File: src/sv/upr_pkg.sv
// ----------------------------------------------------------------------------
// upr_pkg: ultrasonic presence ranger definitions
// Field widths, register indexes and reset values shared by the ranger RTL.
// ----------------------------------------------------------------------------
package upr_pkg;

    // tick counter width; holds timeout_ticks + 1 without wrapping
    localparam int COUNT_BITS = 17;

    localparam int TRIG_W    = 8;
    localparam int TIMEOUT_W = 16;
    localparam int NEAR_W    = 16;
    localparam int RELEASE_W = 4;
    localparam int LOWCNT_W  = 5;
    localparam int CFG_IDX_W = 2;
    localparam int CFG_DATA_W = 16;

    typedef logic [COUNT_BITS-1:0] count_t;
    typedef logic [LOWCNT_W-1:0]   lowcnt_t;
    typedef logic [CFG_IDX_W-1:0]  cfg_idx_t;
    typedef logic [CFG_DATA_W-1:0] cfg_data_t;

    // configuration register indexes
    localparam cfg_idx_t REG_TRIGGER = 2'd0;
    localparam cfg_idx_t REG_TIMEOUT = 2'd1;
    localparam cfg_idx_t REG_NEAR    = 2'd2;
    localparam cfg_idx_t REG_RELEASE = 2'd3;

    // reset values
    localparam logic [TRIG_W-1:0]    TRIGGER_RST = 8'd10;
    localparam logic [TIMEOUT_W-1:0] TIMEOUT_RST = 16'd50000;
    localparam logic [NEAR_W-1:0]    NEAR_RST    = 16'd583;
    localparam logic [RELEASE_W-1:0] RELEASE_RST = 4'd6;

    localparam lowcnt_t LOWCNT_MAX = '1;

endpackage

File: src/sv/ultrasonic_presence_ranger.sv
// ----------------------------------------------------------------------------
// ultrasonic_presence_ranger: ultrasonic ranging with presence decision
// One request per microsecond tick; drives the trigger pulse, times the echo
// and keeps a near/far presence decision with a release hysteresis.
// ----------------------------------------------------------------------------
//
//  channel | dir | handshake          | payload
//  --------+-----+--------------------+------------------------------------
//  s_      | in  | s_valid / s_ready  | start_request, echo_level
//  m_      | out | m_valid / m_ready  | trigger_level, busy_res, done, failed,
//          |     |                    | echo_width, present, low_count
//  cfg_    | in  | cfg_valid/cfg_ready| cfg_index, cfg_data
//
//  One request per cycle sustained while m_ready is high. A request is
//  captured in the input register, is processed against the ranging state on
//  its way into the result register, and is then offered on m_.
//  The input register holds one request while a result is stalled, so
//  s_ready only drops when both registers are full and m_ready is low.
//  Reset (aresetn low, synchronous) empties both stages, returns to idle with
//  presence clear, and reloads the configuration defaults. cfg_ready is
//  always high.
// ----------------------------------------------------------------------------
module ultrasonic_presence_ranger (
    input  logic                   aclk,
    input  logic                   aresetn,
    // request channel
    input  logic                   s_valid,
    output logic                   s_ready,
    input  logic                   s_start_request,
    input  logic                   s_echo_level,
    // result channel
    output logic                   m_valid,
    input  logic                   m_ready,
    output logic                   m_trigger_level,
    output logic                   m_busy_res,
    output logic                   m_measurement_done,
    output logic                   m_reading_failed,
    output upr_pkg::count_t        m_echo_width,
    output logic                   m_present,
    output upr_pkg::lowcnt_t       m_low_count,
    // configuration
    input  logic                   cfg_valid,
    output logic                   cfg_ready,
    input  upr_pkg::cfg_idx_t      cfg_index,
    input  upr_pkg::cfg_data_t     cfg_data
);
    import upr_pkg::*;

    // ranging phases
    localparam logic [1:0] PH_IDLE = 2'd0;
    localparam logic [1:0] PH_TRIG = 2'd1;
    localparam logic [1:0] PH_WAIT = 2'd2;
    localparam logic [1:0] PH_MEAS = 2'd3;

    // ---- configuration registers ----
    logic [TRIG_W-1:0]    trigger_reg;
    logic [TIMEOUT_W-1:0] timeout_reg;
    logic [NEAR_W-1:0]    near_reg;
    logic [RELEASE_W-1:0] release_reg;

    assign cfg_ready = 1'b1;

    always_ff @(posedge aclk) begin
        if (!aresetn) begin
            trigger_reg <= TRIGGER_RST;
            timeout_reg <= TIMEOUT_RST;
            near_reg    <= NEAR_RST;
            release_reg <= RELEASE_RST;
        end else if (cfg_valid && cfg_ready) begin
            unique case (cfg_index)
                REG_TRIGGER: trigger_reg <= cfg_data[TRIG_W-1:0];
                REG_TIMEOUT: timeout_reg <= cfg_data[TIMEOUT_W-1:0];
                REG_NEAR:    near_reg    <= cfg_data[NEAR_W-1:0];
                REG_RELEASE: release_reg <= cfg_data[RELEASE_W-1:0];
                default: ;
            endcase
        end
    end

    // ---- input register ----
    logic in_valid_reg;
    logic in_start_reg;
    logic in_echo_reg;
    logic advance;     // input register moves into the result register

    assign advance = in_valid_reg && (!m_valid || m_ready);
    assign s_ready = !in_valid_reg || advance;

    always_ff @(posedge aclk) begin
        if (!aresetn) begin
            in_valid_reg <= 1'b0;
        end else if (s_ready) begin
            in_valid_reg <= s_valid;
        end
    end

    always_ff @(posedge aclk) begin
        if (s_valid && s_ready) begin
            in_start_reg <= s_start_request;
            in_echo_reg  <= s_echo_level;
        end
    end

    // ---- ranging state ----
    logic [1:0] phase_reg, phase_next;
    count_t     cnt_reg, cnt_next;
    logic       pres_reg, pres_next;
    lowcnt_t    far_reg, far_next;

    // per-tick results
    logic       trig_out;
    logic       done;
    logic       fail_out;
    count_t     width;

    logic [TRIG_W-1:0] trig_len;
    count_t            cnt_inc;
    logic              over_timeout;
    logic              is_near;
    lowcnt_t           far_upd;
    logic              pres_upd;

    // a zero trigger length behaves as one tick
    assign trig_len     = (trigger_reg == '0) ? TRIG_W'(1) : trigger_reg;
    assign cnt_inc      = cnt_reg + count_t'(1);
    assign over_timeout = cnt_inc > count_t'(timeout_reg);

    always_comb begin
        phase_next = phase_reg;
        cnt_next   = cnt_reg;
        trig_out   = 1'b0;
        done       = 1'b0;
        fail_out   = 1'b0;
        width      = '0;
        unique case (phase_reg)
            PH_IDLE: begin
                if (in_start_reg) begin
                    trig_out = 1'b1;
                    if (trig_len == TRIG_W'(1)) begin
                        phase_next = PH_WAIT;
                        cnt_next   = '0;
                    end else begin
                        phase_next = PH_TRIG;
                        cnt_next   = count_t'(1);
                    end
                end
            end
            PH_TRIG: begin
                trig_out = 1'b1;
                if (cnt_inc >= count_t'(trig_len)) begin
                    phase_next = PH_WAIT;
                    cnt_next   = '0;
                end else begin
                    cnt_next = cnt_inc;
                end
            end
            PH_WAIT: begin
                if (in_echo_reg) begin
                    phase_next = PH_MEAS;
                    cnt_next   = count_t'(1);
                end else if (over_timeout) begin
                    // no echo in time: failed, width reported as zero
                    done     = 1'b1;
                    fail_out = 1'b1;
                end else begin
                    cnt_next = cnt_inc;
                end
            end
            PH_MEAS: begin
                if (!in_echo_reg) begin
                    done  = 1'b1;
                    width = cnt_reg;
                end else if (over_timeout) begin
                    // echo held too long: capped at timeout + 1, or 2 for a zero timeout
                    done     = 1'b1;
                    fail_out = 1'b1;
                    width    = cnt_inc;
                end else begin
                    cnt_next = cnt_inc;
                end
            end
            default: ;
        endcase
        if (done) begin
            phase_next = PH_IDLE;
            cnt_next   = '0;
        end
    end

    // presence decision; failed readings count as far
    assign is_near = !fail_out && (width < count_t'(near_reg));

    always_comb begin
        far_upd  = far_reg;
        pres_upd = pres_reg;
        if (is_near) begin
            pres_upd = 1'b1;
            far_upd  = '0;
        end else if (pres_reg && far_reg != LOWCNT_MAX) begin
            far_upd = far_reg + lowcnt_t'(1);
        end
        if (far_upd > lowcnt_t'(release_reg)) begin
            pres_upd = 1'b0;
        end
        far_next  = done ? far_upd : far_reg;
        pres_next = done ? pres_upd : pres_reg;
    end

    always_ff @(posedge aclk) begin
        if (!aresetn) begin
            phase_reg <= PH_IDLE;
            cnt_reg   <= '0;
            pres_reg  <= 1'b0;
            far_reg   <= '0;
        end else if (advance) begin
            phase_reg <= phase_next;
            cnt_reg   <= cnt_next;
            pres_reg  <= pres_next;
            far_reg   <= far_next;
        end
    end

    // ---- result register ----
    logic out_valid_reg;

    always_ff @(posedge aclk) begin
        if (!aresetn) begin
            out_valid_reg <= 1'b0;
        end else if (!out_valid_reg || m_ready) begin
            out_valid_reg <= in_valid_reg;
        end
    end

    always_ff @(posedge aclk) begin
        if (advance) begin
            m_trigger_level    <= trig_out;
            m_busy_res         <= (phase_next != PH_IDLE);
            m_measurement_done <= done;
            m_reading_failed   <= fail_out;
            m_echo_width       <= width;
            m_present          <= pres_next;
            m_low_count        <= far_next;
        end
    end

    assign m_valid = out_valid_reg;

    // ---- checks ----
    // idle always leaves the counter cleared
    a_idle_cnt: assert property (@(posedge aclk) disable iff (!aresetn)
        (phase_reg == PH_IDLE) |-> (cnt_reg == '0))
        else $error("counter not cleared in idle");

    // a failed reading or a nonzero width only comes with completion
    a_fail_done: assert property (@(posedge aclk) disable iff (!aresetn)
        (m_valid && (m_reading_failed || m_echo_width != '0)) |-> m_measurement_done)
        else $error("result fields set without completion");

    // completion tick is never busy; trigger tick always is
    a_done_busy: assert property (@(posedge aclk) disable iff (!aresetn)
        (m_valid && m_measurement_done) |-> (!m_busy_res && !m_trigger_level))
        else $error("completion tick reported busy or triggering");

    a_trig_busy: assert property (@(posedge aclk) disable iff (!aresetn)
        (m_valid && m_trigger_level) |-> m_busy_res)
        else $error("trigger driven while not busy");

    // a stalled result with a full input register blocks new requests
    a_backpressure: assert property (@(posedge aclk) disable iff (!aresetn)
        (m_valid && !m_ready && in_valid_reg) |-> !s_ready)
        else $error("request taken with both stages full");

endmodule
File: config.mk
export PLATFORM = sky130hd
export DESIGN_NAME = ultrasonic_presence_ranger
export DESIGN_NICKNAME = d
export VERILOG_FILES = /design/src/sv/upr_pkg.sv /design/src/sv/ultrasonic_presence_ranger.sv
export SDC_FILE = /design/constraint.sdc
export NUM_CORES = 1
export LEC_CHECK = 0
export BUFFER_PORTS_ARGS = -buffer_cell sky130_fd_sc_hd__buf_2
export CAP_MARGIN = 40
export CORE_MARGIN = 2
export CORE_UTILIZATION = 50
export DETAILED_ROUTE_END_ITERATION = 8
export HOLD_SLACK_MARGIN = 0.08
export PLACE_DENSITY = 0.71
export SLEW_MARGIN = 5
export SYNTH_ARGS = -nofsm -noshare
export SYNTH_HDL_FRONTEND = slang
export SYNTH_SLANG_ARGS = --single-unit
File: constraint.sdc
create_clock -name aclk -period 7.8 [get_ports aclk]
set_input_delay 1.17 -clock aclk [delete_from_list [all_inputs] [get_ports aclk]]
set_output_delay 1.17 -clock aclk [all_outputs]
set_load 0.01 [all_outputs]
# == Word level (Yosys, flattened, before mapping) ==
# Index checks and enable logic that the tools add are counted.
# word_totals
out_inout_bits,30
reg_bits,100
input_bits,25
# classes
order_cmp,4
reduce_logical,18
muxes,32
add_sub_neg,2
n_eq_ne,10
# ops
cell,n
two-way mux 17 bit,9
one-hot mux 17 bit (4 select lines),1
adder 17 x 1 -> 17 bit (second input constant),1
greater-or-equal comparator 17 x 8 -> 1 bit,1
> comparator 17 x 16 -> 1 bit,1
less-than comparator 17 x 16 -> 1 bit,1
two-way mux 5 bit,3
two-way mux 2 bit,5
two-way mux 1 bit,9
equality test 2 bit (second input constant),4
equality test 8 x 1 -> 1 bit (second input constant),1
logical NOT 8 bit,1
two-way mux 8 bit,1
AND reduction 2 bit,4
inequality test 3 bit (second input constant),2
one-hot mux 1 bit (2 select lines),3
one-hot mux 2 bit (3 select lines),1
adder 5 x 1 -> 5 bit (second input constant),1
> comparator 5 x 4 -> 1 bit,1
inequality test 5 bit (second input constant),1
equality test 2 x 1 -> 1 bit (second input constant),2
logical AND 1 bit,4
logical NOT 2 bit,2
logical NOT 1 bit,3
3 further kinds,4

# == Depth between registers and ports, before layout ==
# Gate-level depths: netlist of run 1.
# logic_depth
ltp_word,11
mapped_depth,34
depth_no_buf,30

# == Worst setup path after synthesis of run 1 ==
# OpenSTA, ideal clock, no wires.
# synth_timing
path_kind,register to register
startpoint,register cnt_reg[0]
endpoint,register m_present (data pin)
stages_incl_launch_ff,33
n_path_buf,2
setup_ns,0.258
arrival_ns,5.923
slack_ns,1.619
cell_sequence,dfxtp_1 ha_1 buf_2 nand4_1 and2_1 or2_2 ha_1 nand4_1 nor3_2 a41o_1 a31oi_1 o2111ai_1 nor2_1 o21ai_0 o31ai_1 ha_1 a21o_1 a21o_1 a211oi_1 o311ai_0 a211o_1 a21oi_4 buf_6 a21oi_1 ha_1 nor2b_1 o21ai_0 nand2b_1 a21oi_1 a41o_1 nor2b_1 o21ai_0 nand2_1
# synth_between
elab_chain_len,11
elab_cells_between_ends,19
classes_between,add/sub: 1; order compare: 3; mux: 13; reduce/logical: 2
# synth_lines
item,line_no,rtl
from (decl),ultrasonic_presence_ranger.sv:106,"count_t cnt_reg, cnt_next;"
from (signal assigned),ultrasonic_presence_ranger.sv:217,cnt_reg <= cnt_next;
adder 17 x 1 -> 17 bit *,ultrasonic_presence_ranger.sv:125,assign cnt_inc = cnt_reg + count_t'(1);
> comparator 17 x 16 -> 1 bit,ultrasonic_presence_ranger.sv:126,assign over_timeout = cnt_inc > count_t'(timeout_reg);
two-way mux 17 bit *,ultrasonic_presence_ranger.sv:173,end else if (over_timeout) begin
two-way mux 17 bit *,ultrasonic_presence_ranger.sv:170,if (!in_echo_reg) begin
two-way mux 17 bit *,ultrasonic_presence_ranger.sv:135,unique case (phase_reg)
net width[3],ultrasonic_presence_ranger.sv:114,count_t width;
less-than comparator 17 x 16 -> 1 bit *,ultrasonic_presence_ranger.sv:191,assign is_near = !fail_out && (width < count_t'(near_reg));
logical AND 1 bit *,ultrasonic_presence_ranger.sv:191,
two-way mux 5 bit,ultrasonic_presence_ranger.sv:196,if (is_near) begin
> comparator 5 x 4 -> 1 bit,ultrasonic_presence_ranger.sv:202,if (far_upd > lowcnt_t'(release_reg)) begin
two-way mux 1 bit *,ultrasonic_presence_ranger.sv:202,
two-way mux 1 bit *,ultrasonic_presence_ranger.sv:206,pres_next = done ? pres_upd : pres_reg;
net pres_next,ultrasonic_presence_ranger.sv:107,"logic pres_reg, pres_next;"
to (signal assigned),ultrasonic_presence_ranger.sv:241,m_present <= pres_next;
to (decl),ultrasonic_presence_ranger.sv:39,"output logic m_present,"
# The timed path passes the listed nets; every way through them passes the cells marked *.
# A chain may end at the register's enable or synchronous reset.

# == Worst setup path in the final report of run 1 ==
# layout_timing
startpoint,register cnt_reg[2]
endpoint,register m_present (data pin)
# The elaborated chain is that of the path after synthesis.

==> results.ini, run 1 <==
[run_status]
status = complete, but fails checks
violations = design-rule violations

[worst_setup_path]
ff2ff_setup_slack_ns = 0.50
crit_family = simple AND/OR/NAND/NOR gates
cp.arrival_ns = 7.41
worstReg2RegStart = cnt_reg[2]
cp.depth = 29
r2r-end = m_present
cp_slowest_stage_delay_ns = 0.55
critPathMostFrequentCell = a21oi_1
rr_worst_depth = 29
crit_path_max_fanout = 15
critical_path_required_ns = 7.91
crit_path_start = cnt_reg[2]
path_buf_inv = 0
crit_path_end_kind = flop
endpoint = m_present
start_kind = flop
slowest_stage = dfxtp_1
path_class = reg -> reg

[floorplan]
io_pins = 55
dieArea_um2 = 12800
initial_core_util_pct = 51.7
rows = 39
die_w_um = 113
die_h_um = 113
fp.coreArea_um2 = 11500

[global_route]
antenna_found_initial = 0
grt_usage_pct = 26.4
grt_pass1_wl_um = 26100
grt_max_degree = 61
grt_pass1_vias = 4917
grt.overflow.total = 0

[cts]
postCtsSetupBuffers = 0
path_clk_slew_ns = 0.07
clock_latency_ns = 0.36
root_buffer = clkbuf_16
cts_tree = done
cts_made_buffers = 9
clock_path_buffers = 2
h-tree-depth = 3
cts_hold_buf = 0
cts.sinks = 100

[sta]
relSlewSlack_pct = 49.7
worst_slew_pin_slew_ns = 0.748
finalHoldViolCount = 0
clock_skew_ns = 0.00912
min_period_ns = 7.30
period_share_pct = 93.6
setup_viol = 0
rsz0062_at_grt = no
slew_violations = 0
fin_tns_setup_ns = 0
max_freq_ghz = 0.137

[layout]
multi_input_area_um2 = 3300
num-fill-cells = 1070
area_growth_pct = 10.5
diodes = 0
final_layout_size_suffix_gt1_share_pct = 14.0
fin_cells = 869
seq_area_um2 = 2290
postLayoutCoreUtil_pct = 57.2
nets = 793

[synth]
synthSimpleGateAreaFrac_pct = 21.4
synth.area.mux_share_pct = 1.34
synth_seq_cells = 100
synth_edf_count = 29
syn_nets = 757
synth_xor_area_share_pct = 2.60
yosys_warnings = 0
netlist.area_leader.share_pct = 23.9
synth_ff_type = dfxtp_1
yosysUniqueCellTypes = 65
synthArstFlopShare_pct = 0
syn_avg_cell_area_um2 = 8.70
ys_seq_area_share_pct = 38.5
synth_top_family_by_area = simple AND/OR/NAND/NOR gates
syn_area_um2 = 5960
syn_inst = 685
yosysTopAreaCell = dfxtp_1
synthTopCellsByArea = dfxtp_1, edfxtp_1, ha_1
synthAdderAreaFrac_pct = 9.87
synth_compound_area_share_pct = 19.9

[routing]
vias_per_cell = 5.88
route.detailed.drc = 4
drt-total-wl_um = 16500
drt_iter0_drc = 471
vias = 5106
wl_per_cell_um = 19.0
ant_nets = 0
drt_pass1_iterations = 7

[pwr]
vdd_drop_max_mv = 0.162
power.density_nw_per_um2 = 164
leakagePower_nw = 2.84

[placed_design]
io_buffers = 53
hpwl_um = 12600
dp_cells = 853
globalplace.congestion = 0.921

[worst_hold_path]
min_path_cells = 2
hold_path_class = reg -> reg

[run]
drv_cap = 0

## worst register-to-register path, delay by kind of cell (launching register included)
kind | cells | cell delay (ns)
DFF | 1 | 0.55
muxes | 1 | 0.25
AOI/OAI and AO/OA | 13 | 2.29
adders and majority gates | 3 | 0.88
and+or+nand+nor | 12 | 3.07
## metal layers
metal	global-route usage [%]	vias up	part of all wire, %
li1	-	2502	-
met1	36.4	2403	45
met2	39.6	167	44
met3	7.02	34	7.9
met4	10.6	0	2.8
met5	0	-	0
## report_power, final
group,switching (mW),internal [mW]
Combinational,0.0547,0.0321
Clock,0.203,0.227
Sequential,0.0104,0.551
## cells in the final DEF, fill, tap and decap left out, types with 4 or more instances in the layout
| cell | netlist | routed |
|---|---|---|
| nand2_1 | 102 | 102 |
| dfxtp_1 | 71 | 71 |
| buf_2 | 7 | 53 |
| inv_1 | 49 | 50 |
| ha_1 | 47 | 47 |
| nor2_1 | 44 | 44 |
| edfxtp_1 | 29 | 29 |
| a21oi_1 | 28 | 28 |
| o21ai_0 | 24 | 24 |
| a21boi_0 | 24 | 24 |
| nand3_1 | 21 | 21 |
| nand4_1 | 15 | 15 |
| o211ai_1 | 14 | 14 |
| nor2b_1 | 14 | 14 |
| a21o_1 | 13 | 13 |
| nor3_1 | 13 | 13 |
| xnor2_1 | 10 | 10 |
| buf_4 | 5 | 10 |
| and3_1 | 9 | 9 |
| a31oi_1 | 9 | 9 |
| clkbuf_16 | 0 | 9 |
| nor4_1 | 8 | 8 |
| mux2i_1 | 8 | 8 |
| and2_1 | 7 | 7 |
| a22o_1 | 6 | 6 |
| o31ai_1 | 6 | 6 |
| nand2b_1 | 6 | 6 |
| o22a_1 | 6 | 6 |
| or2_2 | 4 | 5 |
| xor2_1 | 4 | 4 |
| a31o_2 | 4 | 4 |
## what timing repair did
action,4_1_cts,5_1_grt
endpoints found under the setup margin,0,2
resized for setup,0,2
hold endpoints to repair,0,0
## layout make-up
| class | count | area share (%) |
|---|---|---|
| Sequential cell | 100 | 34.8 |
| Timing Repair Buffer | 64 | 5.34 |
| Tap cell | 143 | 2.72 |
| Multi-Input combinational cell | 496 | 50.0 |
| Inverter | 50 | 2.87 |
| Clock inverter | 5 | 0.551 |
| Clock buffer | 11 | 3.69 |
## through the flow
stage	total power, mW	instance area [um2]	setup WS, ns	hold WS (ns)
final	1.08	6590	0.502	0.466
after global routing	1.11	6590	0.0377	0.501
after floorplan	0.623	5960	1.62	0.434
after CTS	1.09	6580	0.448	0.469
after global placement	0.655	6290	0.685	0.455
after detailed placement	0.659	6300	0.499	0.459
## cell families (layout without fill, tap and decap cells)
logic type	after synthesis	count (layout)
AOI/OAI and AO/OA	166	166
xor gates and xnor gates	16	16
adders and majority gates	47	47
buffers and inverters	89	130
DFF	100	100
muxes	8	8
other	1	1
and+or+nand+nor	258	258
## worst min path at each step
stage	startpoint	end
after floorplan	near_reg[0]	near_reg[0]
after global placement	near_reg[14]	near_reg[14]
after detailed placement	near_reg[10]	near_reg[10]
after CTS	near_reg[10]	near_reg[10]
after global routing	near_reg[10]	near_reg[10]
final	near_reg[10]	near_reg[10]
## cells in the mapped netlist, drive strengths merged (13+ instances only)
| master | count |
|---|---|
| nand2 | 103 |
| dfxtp | 71 |
| inv | 49 |
| ha | 47 |
| nor2 | 44 |
| a21oi | 29 |
| edfxtp | 29 |
| o21ai | 26 |
| a21boi | 25 |
| clkbuf | 25 |
| nand3 | 21 |
| nand4 | 16 |
| nor3 | 15 |
| buf | 14 |
| nor2b | 14 |
| o211ai | 14 |
| a21o | 13 |
No activity file was read; power rests on OpenSTA's default activity.
==> inputs of run 2 (changes only) <==
- CELL_PAD_IN_SITES_DETAIL_PLACEMENT: unset -> 1
- CELL_PAD_IN_SITES_GLOBAL_PLACEMENT: unset -> 2
- CORE_UTILIZATION: 50 -> 37
- PLACE_DENSITY: 0.71 -> 0.82
==> run 2 against run 1 <==
The flow now finishes without violations. Via count rose by 0.76%. Setup slack got worse by 0.0083 ns. Utilization fell by 15 points. Sequential power barely moved. Combinational power rose by 0.6%. Hold slack got worse by 0.00057 ns. Largest cell class unchanged. Sequential share of layout area fell by 0.62 points. Clock power rose by 13%. Die area rose by 34%. Count of clock-buffer cells in the layout rose by 2.
==> results.ini, run 2 (synthesized netlist as in run 1, its figures left out) <==
[cts]
cts_hold_buf = 0
cts_tree = done
cts.sinks = 100
cts_made_buffers = 9
cts_resized = 0
clock_latency_ns = 0.36
h-tree-depth = 3
root_buffer = clkbuf_16
clock_path_buffers = 2
path_clk_slew_ns = 0.08
postCtsSetupBuffers = 0

[layout]
num-fill-cells = 1877
area_growth_pct = 12.5
diodes = 0
nets = 792
final_common_cell = nand2_1
layout_common_cells = nand2_1, dfxtp_1, buf_2
final_layout_size_suffix_gt1_share_pct = 14.1

[sta]
rsz0062_at_grt = no
fin_ws_ns = 0.494
whs_ns = 0.465
clock_skew_ns = 0.0131
slew_violations = 0
worst_slew_pin_slew_ns = 0.760
setup_viol = 0
period_share_pct = 93.7
finalHoldViolCount = 0
max_freq_ghz = 0.137
min_period_ns = 7.31
relSlewSlack_pct = 49.3
fin_tns_setup_ns = 0

[run]
drv_cap = 0

[worst_setup_path]
cp_slowest_stage_delay_ns = 0.54
ff2ff_setup_slack_ns = 0.49
critical_path_required_ns = 7.91
cp.arrival_ns = 7.42
start_kind = flop
crit_path_max_fanout = 10
slowest_stage = dfxtp_1
path_buf_inv = 1
worstReg2RegStart = cnt_reg[2]
crit_path_end_kind = flop
rr_worst_depth = 29
r2r-end = m_present
path_class = reg -> reg
crit_family = compound AO/OA/AOI/OAI gates

[placed_design]
io_buffers = 53
dp_slack_ns = 0.442
hpwl_um = 13300
globalplace.congestion = 0.880

[worst_hold_path]
min_path_cells = 2
whs_endpoint = near_reg[15]
hold_path_class = reg -> reg
min_from = near_reg[15]

[global_route]
antenna_found_initial = 0
grt_pass1_wl_um = 28100
grt.overflow.total = 0
grt_pass1_vias = 5198
grt_max_degree = 61
grt_usage_pct = 21.4

[routing]
wl_per_cell_um = 18.7
drt_iter0_drc = 271
route.detailed.drc = 0
vias_per_cell = 5.47
drt-total-wl_um = 17600
ant_nets = 0
vias = 5145
drt_pass1_iterations = 4

[floorplan]
fp.coreArea_um2 = 15800
dieArea_um2 = 17100
die_w_um = 131
rows = 46
initial_core_util_pct = 37.7
io_pins = 55
die_h_um = 131

[run_status]
status = finished, final reports clean

[pwr]
power.density_nw_per_um2 = 169
vdd_drop_max_mv = 0.107
totalPowerFinal_mw = 1.13
leakagePower_nw = 2.85

-- run 2: changes by cell type in the layout (fill, tap and decap cells not counted), sizes merged --
cell    before  now
buf         64   63
bufinv       0    1
inv         52   49
clkbuf      11   13
-- run 2: area by class of cell --
| cell class | instances | area, um2 | area share [%] |
|---|---|---|---|
| flip-flops and latches | 100 | 2290 | 34.2 |
| clock inverters | 3 | 43.8 | 0.653 |
| multi-input cells | 496 | 3290 | 49.1 |
| repair buffers | 63 | 340 | 5.08 |
| well taps | 216 | 270 | 4.03 |
| inverters | 50 | 189 | 2.82 |
| clock buffers | 13 | 275 | 4.11 |
-- run 2: how the worst max path moves through the flow --
| stage | from | end | slack (ns) | cells past startpoint |
|---|---|---|---|---|
| final | cnt_reg[2] | m_present | 0.49 | 29 |
| after global routing | cnt_reg[2] | m_present | 0.07 | 31 |
| after CTS | cnt_reg[0] | m_present | 0.42 | 29 |
| after detailed placement | cnt_reg[0] | m_present | 0.44 | 29 |
| after global placement | cnt_reg[0] | m_present | 0.85 | 31 |
| after floorplan | cnt_reg[0] | m_present | 1.62 | 32 |
-- run 2: worst min-delay path, cell delays in order, from the launching register on --
cell and delay [ns]:
dfxtp_1 0.31, nand2_1 0.05, a21boi_0 0.06
-- run 2: stage by stage --
stage	instances	utilization [%]	instance area (um2)
after floorplan	685	-	5960
after global placement	925	40.3	6380
after detailed placement	925	40.3	6380
after CTS	941	42.3	6700
after global routing	941	42.4	6710
final	941	42.4	6710
-- run 2: metal layers --
| metal | share of wire, % | GRT usage (%) | routed length [um] | vias to the layer above |
|---|---|---|---|---|
| li1 | - | - | - | 2506 |
| met1 | 48 | 29.4 | 8520 | 2519 |
| met2 | 45 | 34.1 | 7960 | 94 |
| met3 | 3.7 | 3.09 | 657 | 26 |
| met4 | 2.7 | 8.57 | 467 | 0 |
| met5 | 0 | 0 | 0 | - |
-- run 2: where the power goes --
part | leakage [nW] | internal, mW | total [mW] | switching [mW]
Clock | 0.158 | 0.281 | 0.486 | 0.205
Sequential | 0.843 | 0.551 | 0.561 | 0.0103
Combinational | 1.84 | 0.0321 | 0.0872 | 0.0551
